--- config.mk ---
export PLATFORM = sky130hd
export DESIGN_NAME = ccct_clique
export DESIGN_NICKNAME = d
export VERILOG_FILES = /design/src/hw/rtl/ccct_pkg.sv /design/src/hw/rtl/ccct_clique.sv
export SDC_FILE = /design/constraint.sdc
export NUM_CORES = 1
export LEC_CHECK = 0
export ABC_CLOCK_PERIOD_IN_PS = 910
export BUFFER_PORTS_ARGS = -buffer_cell sky130_fd_sc_hd__buf_2
export CORE_MARGIN = 1.5
export CORE_UTILIZATION = 26
export DETAILED_ROUTE_END_ITERATION = 10
export GPL_TIMING_DRIVEN = 1
export MAX_ROUTING_LAYER = met4
export PLACE_DENSITY = 0.82
export RECOVER_POWER = 25
export SETUP_SLACK_MARGIN = 0.02
export SLEW_MARGIN = 20
export SYNTH_ARGS = -nofsm -noshare
export SYNTH_HDL_FRONTEND = slang
export SYNTH_SLANG_ARGS = --single-unit
--- constraint.sdc ---
create_clock -name vclk -period 0.91
set_clock_uncertainty 0.15 [all_clocks]
set_input_delay 0.0455 -clock vclk [all_inputs]
set_output_delay 0.0455 -clock vclk [all_outputs]
set_load 0.1 [all_outputs]
--- src/hw/rtl/ccct_pkg.sv ---
// ----------------------------------------------------------------------------
// ccct_pkg
// Shared constants and helper functions for the clique complex collapse test.
// ----------------------------------------------------------------------------
`default_nettype none

package ccct_pkg;

  localparam int MAX_VERTICES_DEF = 10;
  localparam int VCNT_W           = 4;
  localparam int EDGE_W           = 45;
  localparam int NUM_W            = 11;
  localparam int COLLAPSE_LIMIT   = 2;

  // population count of a mask of up to 16 bits
  function automatic logic [4:0] pcnt(input logic [15:0] v);
    logic [4:0] c;
    c = '0;
    for (int k = 0; k < 16; k++) begin
      c = c + 5'(v[k]);
    end
    return c;
  endfunction

  // a is a strict subset of b
  function automatic logic strict_sub(input logic [15:0] a, input logic [15:0] b);
    return ((a & b) == a) && (a != b);
  endfunction

endpackage

`default_nettype wire

--- src/hw/rtl/ccct_clique.sv ---
// ----------------------------------------------------------------------------
// ccct_clique
// Checks whether a vertex set is a clique of the registered adjacency matrix.
// ----------------------------------------------------------------------------
`default_nettype none

module ccct_clique #(
  parameter int NV = ccct_pkg::MAX_VERTICES_DEF
) (
  input  wire logic [NV-1:0]         mask,
  input  wire logic [NV-1:0][NV-1:0] adj,
  output logic                       is_clique
);

  always_comb begin
    is_clique = 1'b1;
    for (int p = 0; p < NV; p++) begin
      if (mask[p] && ((mask & ~(NV'(1) << p) & ~adj[p]) != '0)) begin
        is_clique = 1'b0;
      end
    end
  end

endmodule

`default_nettype wire

Word-level counts from Yosys, hierarchy flattened
Cells that the tools add are included.
{"block": "op_classes", "muxes": 10, "bitwise": 20, "n_reduce_logical": 20}
{"op": "NOT 10 bit", "n": 10}
{"op": "nonzero test 10 bit", "n": 10}
{"op": "AND 10 bit", "n": 9}
{"op": "AND 9 x 10 -> 10 bit", "n": 1}
{"op": "logical AND 1 bit", "n": 10}
{"op": "two-way mux 1 bit", "n": 10}
{"block": "word_totals", "reg_bits": 0, "in_bits": 110, "out_inout_bits": 1, "elab_cells": 50}

Longest topological paths before layout
Gate-level depths: netlist of the first run.
{"block": "logic_depth", "ltp_word": 14, "ltp_mapped": 5, "ltp_nobuf": 5}

Worst setup path after synthesis of the first run
No wires, ideal clock.
{"block": "synth_path", "path_kind": "input port to output port", "from": "input adj[21] (netlist name)", "to": "output is_clique", "t_arrival_ns": 2.786, "t_required_ns": 0.714, "path_slack_ns": -2.072, "cell_stages": 5, "cell_sequence": "nand2b_1 > o2111ai_2 > o41ai_2 > o2111ai_1 > nor3_1"}
{"block": "synth_between", "elab_chain_cells": 12}
{"element": "start: declaration", "line": "ccct_clique.sv:11", "source": "input wire logic [NV-1:0][NV-1:0] adj,"}
{"element": "NOT 10 bit", "line": "ccct_clique.sv:18", "source": "if (mask[p] && ((mask & ~(NV'(1) << p) & ~adj[p]) != '0)) begin"}
{"element": "AND 10 bit", "line": "ccct_clique.sv:18"}
{"element": "nonzero test 10 bit", "line": "ccct_clique.sv:18"}
{"element": "logical AND 1 bit", "line": "ccct_clique.sv:18"}
{"element": "two-way mux 1 bit (8 in series)", "line": "ccct_clique.sv:18"}
{"element": "end: declaration", "line": "ccct_clique.sv:12", "source": "output logic is_clique"}
Every way passes these cells.

Worst setup path after layout of the first run
{"block": "layout_path", "from": "input mask[7]", "to": "output is_clique"}
{"block": "layout_between", "elab_chain_cells": 13, "word_cells_on_any_way": 38, "cone_classes": "mux: 10; bitwise: 9; reduce/logical: 19"}
{"element": "start: declaration", "line": "ccct_clique.sv:10", "source": "input wire logic [NV-1:0] mask,"}
{"element": "AND 10 bit", "line": "ccct_clique.sv:18"}
{"element": "nonzero test 10 bit", "line": "ccct_clique.sv:18"}
{"element": "logical AND 1 bit", "line": "ccct_clique.sv:18"}
{"element": "two-way mux 1 bit (9 in series)", "line": "ccct_clique.sv:18"}
{"element": "two-way mux 1 bit (*)", "line": "ccct_clique.sv:18"}
Mark *: on every way between the ends. The rest lies on a longest branch, timed or not.

==> results of run 1 <==
critical path: cells and delay by family:
family                 cells  cell delay, ps
AND/OR/NAND/NOR            2             410
buffers and inverters      2             300
AO/OA/AOI/OAI              3             630
cells by family after synthesis:
group                  Yosys count
AOI/OAI and AO/OA               41
and+or+nand+nor                 40
buffers and inverters           10
through the flow:
step / worst slack [ps] / power [uW]
after CTS: -695 / 636
after floorplan: -831 / 206
after detailed placement: -711 / 533
final: -667 / 673
after global routing: -730 / 721
after global placement: -671 / 526
power groups by stage:
stage / combinational, uW / clock [uW] / sequential (uW)
after detailed placement: 533 / 0 / 0
final: 673 / 0 / 0
after global placement: 526 / 0 / 0
after floorplan: 206 / 0 / 0
after CTS: 636 / 0 / 0
after global routing: 721 / 0 / 0
routing by layer:
| layer | vias up | wire, um |
|---|---|---|
| li1 | 613 | - |
| met1 | 568 | 1290 |
| met2 | 92 | 1960 |
| met3 | 4 | 399 |
| met4 | 0 | 19 |
| met5 | - | 0 |
cell usage in the layout (no fill, tap or decap):
master     instances
o221ai_1           4
or2b_1            13
o2111ai_2          4
nor2_1             4
buf_8              2
nand2b_4           5
buf_6              9
buf_2             91
nor4_1             1
o2111ai_1          5
o41ai_2            4
clkinv_2           1
o2111ai_4          2
inv_2              3
inv_4              2
buf_12             1
a21oi_1            3
nand2b_1          13
inv_6              2
o31ai_2            1
clkinv_4           2
buf_4             17
o22ai_1           17
o41ai_4            1
nor3_1             3
nor3_4             1
how the worst min path moves through the flow:
stage / end / slack [ps] / cells after the start
after floorplan: is_clique / 240 / 3
after CTS: is_clique / 420 / 5
after global routing: is_clique / 430 / 5
after detailed placement: is_clique / 560 / 5
final: is_clique / 410 / 5
after global placement: is_clique / 550 / 5
layout make-up:
cell class / count / area, um2 / area share, %
multi-input cells: 81 / 718 / 46.3
repair buffers: 120 / 734 / 47.3
well taps: 28 / 35.0 / 2.26
inverters: 10 / 63.8 / 4.11
what timing repair did:
action,CTS,global route
hold buffers,0,0
resized for setup,36,12
setup buffers,4,1
endpoints found under the setup margin,1,1
pin swaps,10,7
==> key figures, run 1 <==
Cells and area
  – Share of layout cells above drive strength 1: 70.1%
  – Clock buf count: 0
  – Final instance area: 1550 um2
  – Core Util, Final: 68.8%
  – Final Non-Filler Cells: 239
  – FF+latch count: 0
  – Nets: 323
  – Reg area: 0 um2
  – Number of antenna diodes: 0
  – Fill cells: 213
  – Area Growth Syn to Fin: 146%

Place
  – Post-Place Cells: around 230
  – I/O Buffers: 101
  – Detailed-placement wirelength estimate: 2870 um
  – DP Area: 1300 um2
  – RD Place Congestion: 0.843

Global routing
  – Vias in the first global route: 1220
  – Largest net degree at the start of global routing: 9
  – Grt ovf: 0
  – GR Util met1: 31.0%
  – Met3 Use GR: 2.57%
  – Initial antenna violation count: 0
  – Met2 usage: between 40 and 50%
  – Overall Global Routing Usage: 26.2%
  – Busiest grt layer: met2
  – First-pass GRT wire length: approximately 5300 um

Synthesis
  – Synth top area share: between 10% and 20%
  – Simple-gate portion of the synthesized area: between 30 and 40%
  – Xor/xnor share of the synthesized area: 0%
  – Synth top area cells: nand2b_1 (18%), o22ai_1 (17%), or2b_1 (15%)
  – Mux share of post-synthesis cell area: 0%
  – Syn avg cell area: 6.94 um2
  – Most common cell in the synthesized netlist: nand2b_1
  – Synth cell count leaders: nand2b_1 (18), o22ai_1 (17), or2b_1 (13)
  – Yosys cell types: 17
  – Synthesis warning total: 0
  – Post-Syn Area: 632 um2
  – Syn Inst Count: 91
  – Sequential share of the synthesized area: 0%
  – Post-synthesis compound-gate area fraction: 53.9%
  – Syn Nets: 201
  – Leading area contributor after synthesis: nand2b_1
  – Largest family of logic cells by synthesized area: compound AO/OA/AOI/OAI gates
  – Adder-Cell Fraction of Synth Area: 0%

Power
  – Worst IR drop on VDD: 0.305 mV
  – Power Density: 434 nW/um2
  – Sw frac: 42.7%
  – Comb pwr share: 100.0%
  – Reg power frac: 0%
  – P_int: 386 uW
  – Cell leakage power: 0.000788 uW
  – Clock power share: 0%
  – Switching power: 287 uW

Routing
  – DR vias/cell: approximately 5.3
  – Final WL: 3670 um
  – Drt drc: 0
  – Via count: 1277
  – Avg WL per Cell: 15.3 um
  – Antenna-violating nets left: 0
  – First-pass iteration count of the detailed router: 4
  – Initial DRC count: 33

Setup path
  – Startpoint types: input port
  – CP Launch Point: mask[7]
  – Cell at the slowest stage of the critical path: o41ai_2
  – Crit end category: primary output
  – Crit-path most repeated cell: o2111ai_2
  – Crit path DAT: 1380 ps
  – Critical-path maximum fanout: 4
  – Critical Path Sink: is_clique
  – Cell chain of the critical path: buf_8 > or2b_1 > o2111ai_2 > o41ai_2 > o2111ai_2 > nor3_4 > buf_12
  – Req. time, crit path: 710 ps
  – Slowest stage delay, CP: 290 ps
  – Crit path kind: input port to primary output

Die
  – Core area: between 2000 and 2500 um2
  – Initial core utilization: 28.0%
  – Width of the chip: 52.3 um
  – I/O pin total: 111
  – # rows: 17
  – Die Height: 52.3 um
  – Total die area: 2730 um2

STA
  – Final setup margin: -667 ps
  – Slew @ Worst Pin: about 320 ps
  – Max_slew headroom: approximately four fifths
  – Fin. max-slew vios: 0
  – Final hold violations: 0
  – Fin crit share: 173%
  – F_max: 634 MHz
  – # setup viols final: 1
  – Setup TNS: -667 ps
  – Hold Slack: 407 ps
  – Minimum clock period: 1580 ps
  – RSZ-0062 raised after global routing: yes

Min path
  – Hold Path Origin: mask[0]
  – Worst hold-check path type: input port to primary output

Job
  – Max Cap Viol: 0

Status
  – Violated checks: negative setup slack
  – Outcome: complete, but fails checks
(Power assumes the default switching activity.)
==> run 2, diff against run 1 <==
Settings changed: BUFFER_PORTS_ARGS -buffer_cell sky130_fd_sc_hd__buf_2 to -buffer_cell sky130_fd_sc_hd__clkbuf_2.
==> run 2 against run 1 <==
The flow still finishes with violations (negative setup slack). Via count fell by 7.9%. Critical path depth stayed put. Maximum frequency rose by 0.35%. Power decreased by 19%. Setup slack improved by 5.5 ps. Largest cell class is now multi-input gates. Largest power group unchanged. Critical endpoint unchanged. Utilization decreased by 10 points. Clock-buffer cell count unchanged. Combinational power down 19%. Design area is 15% lower. Sequential cell count stayed put. Non-clock buffer count shrank 6. Die area unchanged.
==> key figures, run 2 (synthesized netlist as in run 1, its figures left out) <==
Routing
  – Via count: 1176
  – DR vias/cell: between 5 and 6
  – Drt drc: 0
  – Avg WL per Cell: between 10 and 15 um
  – Antenna-violating nets left: 0
  – Initial DRC count: 17
  – Final WL: 3190 um
  – First-pass iteration count of the detailed router: 4

Cells and area
  – Nets: approximately 320
  – Reg area: 0 um2
  – FF+latch count: 0
  – Number of antenna diodes: 0
  – Clock buf count: 0
  – Most common cell after layout, fill and taps aside: clkbuf_2
  – Fill cells: 219
  – Area Growth Syn to Fin: 110%
  – Core Util, Final: just under 60%
  – Most frequent cells in the layout: clkbuf_2 (99), nand2b_1 (18), o22ai_1 (17)
  – Share of layout cells above drive strength 1: 63.9%
  – Final instance area: 1330 um2

STA
  – Fin. max-slew vios: 0
  – Minimum clock period: 1570 ps
  – Slew @ Worst Pin: 293 ps
  – Final hold violations: 0
  – RSZ-0062 raised after global routing: yes
  – Final setup margin: -661 ps
  – Fin crit share: 173%
  – Max_slew headroom: 80.3%
  – # setup viols final: 1
  – F_max: 637 MHz
  – Hold Slack: approximately 530 ps
  – Setup TNS: -661 ps

Global routing
  – Largest net degree at the start of global routing: 9
  – Met2 usage: between 40% and 50%
  – Vias in the first global route: 1132
  – Busiest grt layer: met2
  – Met3 Use GR: around 1.4%
  – Grt ovf: 0
  – GR Util met1: between 20% and 30%
  – First-pass GRT wire length: 4720 um
  – Overall Global Routing Usage: 23.3%
  – Initial antenna violation count: 0

Place
  – RD Place Congestion: 0.849
  – I/O Buffers: 101
  – DP Area: 1300 um2
  – DP Worst Slack: -694 ps
  – Detailed-placement wirelength estimate: 2840 um

Die
  – Total die area: about 2700 um2
  – Initial core utilization: 28.0%
  – # rows: 17
  – I/O pin total: 111
  – Die Height: 52.3 um
  – Width of the chip: 52.3 um
  – Core area: between 2000 and 2500 um2

Clock network
  – Post-CTS setup buffers: 0
  – Post-CTS Hold Buffers: 0

Min path
  – Hold path cells: 6
  – Worst hold-check path type: input port to primary output

Status
  – Violated checks: negative setup slack
  – Outcome: complete, but fails checks

Setup path
  – Startpoint types: input port
  – Crit path kind: input port to primary output
  – Critical-path maximum fanout: 7
  – Req. time, crit path: roughly 710 ps
  – Crit end category: primary output
  – Crit path DAT: 1380 ps

Job
  – Max Cap Viol: 0

Power
  – Cell leakage power: 0.000709 uW
  – Power Density: 411 nW/um2
  – Worst IR drop on VDD: 0.281 mV
==> run 2: cell types whose count changed in the layout (fill, tap and decap cells not counted), sizes merged <==
cell | previous run | this run
buf | 120 | 14
clkbuf | 0 | 100
clkinv | 3 | 5
inv | 7 | 5
==> run 2: final cells by class <==
class | instances | area (um2) | share of cell area [%]
Inverter | 10 | 42.5 | 3.21
Multi-Input combinational cell | 81 | 628 | 47.4
Tap cell | 28 | 35.0 | 2.64
Timing Repair Buffer | 114 | 621 | 46.8
==> run 2: metrics by stage <==
stage               power [uW]  cells
global route               598    233
floorplan                  206     91
global placement           525    233
finish                     545    233
CTS                        546    233
detailed placement         527    233
==> run 2: where the power goes <==
part           total [uW]  internal (uW)  switching [uW]
logic                 545            309             236
clock network           0              0               0
registers               0              0               0
total                 545            309             236
==> run 2: repair_timing <==
| action | CTS | global route |
|---|---|---|
| pin swaps | 0 | 0 |
| gates resized for setup | 7 | 0 |
| endpoints found under the setup margin | 1 | 1 |
==> run 2: per-layer routing <==
layer	up-vias	routed length [um]
met5	-	0
li1	597	-
met4	0	48
met1	505	1230
met3	6	290
met2	68	1620
==> run 2: final timing paths <==
check    start         to
min    adj[43]  is_clique
max    mask[8]  is_clique
==> run 2: worst max-delay path, cell delays in order <==
cell	delay, ps
clkbuf_2	110
inv_2	140
o2111ai_1	170
o41ai_2	270
o2111ai_2	200
nor3_4	250
buf_12	200
==> run 3, diff against run 2 <==
Settings changed: CORE_MARGIN 1.5 to 2.
==> run 3 against run 2 <==
The run still ends with negative setup slack left. Via count up 3.2%. Final cell count up 1.3%. Clock-buffer cell count unchanged. Sequential cell count unchanged. Hold slack worse by 3.4 ps. Largest power group unchanged.
==> key figures, run 3 (synthesized netlist as in run 1, its figures left out) <==
Setup path
  – Slowest stage delay, CP: 300 ps
  – Crit end category: primary output
  – Startpoint types: input port
  – Req. time, crit path: slightly above 700 ps
  – Buf+Inv Stages, Crit Path: 2
  – Crit path kind: input port to primary output
  – Crit path DAT: 1410 ps
  – Cell chain of the critical path: buf_2 > or2b_1 > o2111ai_1 > o31ai_1 > o2111ai_2 > nor3_4 > buf_12
  – Cell family with most CP delay: compound AO/OA/AOI/OAI gates
  – Cell at the slowest stage of the critical path: o31ai_1
  – Critical-path maximum fanout: 6

Routing
  – DR vias/cell: around 5.1
  – Drt drc: 0
  – Antenna-violating nets left: 0
  – Final WL: 3330 um
  – Initial DRC count: 21
  – Avg WL per Cell: roughly 14 um
  – First-pass iteration count of the detailed router: 4
  – Via count: 1214

Cells and area
  – FF+latch count: 0
  – Most common cell after layout, fill and taps aside: clkbuf_2
  – Multi-input gate area: 636 um2
  – Reg area: 0 um2
  – Core Util, Final: 60.2%
  – Area Growth Syn to Fin: 115%
  – Final instance area: 1360 um2
  – Number of antenna diodes: 0
  – Most frequent cells in the layout: clkbuf_2 (98), nand2b_1 (18), o22ai_1 (17)
  – Fill cells: around 240
  – Share of layout cells above drive strength 1: 64.9%
  – Nets: 320
  – Clock buf count: 0
  – Final Non-Filler Cells: 236

Power
  – Power Density: 415 nW/um2
  – Worst IR drop on VDD: around 0.23 mV
  – Cell leakage power: 0.000727 uW
  – Total Power: ~560 uW

Job
  – Max Cap Viol: 0

STA
  – Fin. max-slew vios: 0
  – Setup TNS: -694 ps
  – # setup viols final: 1
  – Final setup margin: -694 ps
  – RSZ-0062 raised after global routing: yes
  – F_max: 624 MHz
  – Final hold violations: 0
  – Fin crit share: 176%
  – Minimum clock period: 1600 ps
  – Slew @ Worst Pin: between 300 and 400 ps
  – Max_slew headroom: 79.3%

Die
  – Width of the chip: 53.3 um
  – Core area: ~2300 um2
  – Die Height: 53.3 um
  – Initial core utilization: ~28%
  – # rows: 17
  – I/O pin total: approximately 110
  – Total die area: 2840 um2

Status
  – Violated checks: negative setup slack
  – Outcome: complete, but fails checks

Place
  – RD Place Congestion: just over 0.8
  – Post-Place Cells: about 240
  – I/O Buffers: 101
  – Detailed-placement wirelength estimate: 2990 um
  – DP Area: 1320 um2

Min path
  – Worst hold-check path type: input port to primary output

Clock network
  – Post-CTS setup buffers: 0

Global routing
  – Overall Global Routing Usage: 24.7%
  – First-pass GRT wire length: 5110 um
  – Vias in the first global route: 1232
  – Grt ovf: 0
  – Initial antenna violation count: 0
  – Largest net degree at the start of global routing: 9
-- run 3: final cells by class --
| type | count | area share (%) |
|---|---|---|
| timing repair buffer | 117 | 47.2 |
| tap | 28 | 2.58 |
| multi-input combinational | 81 | 46.8 |
| inverter | 10 | 3.41 |
-- run 3: worst paths after layout --
check / startpoint / endpoint / slack (ps) / depth (start not counted)
worst max-delay path: mask[2] / is_clique / -690 / 7
worst min-delay path: adj[9] / is_clique / 520 / 6
-- run 3: what timing repair did --
action | in CTS | in global routing
hold endpoints to repair | 0 | 0
gates resized for setup | 5 | 5
gates cloned | 0 | 0
hold buffers | 0 | 0
endpoints found under the setup margin | 1 | 1
pin swaps | 0 | 2
-- run 3: through the flow --
step,hold WS [ps],worst slack [ps]
global placement,533,-676
global route,551,-766
finish,524,-694
detailed placement,539,-684
floorplan,239,-831
CTS,511,-666
-- run 3: power breakdown --
part | switching, uW | internal (uW) | total [uW]
Clock | 0 | 0 | 0
Combinational | 245 | 318 | 564
Sequential | 0 | 0 | 0
Total | 245 | 318 | 564
-- run 3: metal layers --
layer / global-route usage [%] / part of all wire, % / routed length [um]
met4: 5.13 / 1.3 / 43
met5: - / 0 / 0
met3: 1.41 / 9.0 / 301
met2: 45.1 / 51 / 1700
met1: 29.5 / 39 / 1290
-- run 3: worst min-delay path, cell delays in order --
cell and delay (ps):
clkbuf_2 80, o22ai_1 110, o31ai_1 90, o2111ai_2 90, nor3_4 50, buf_12 160
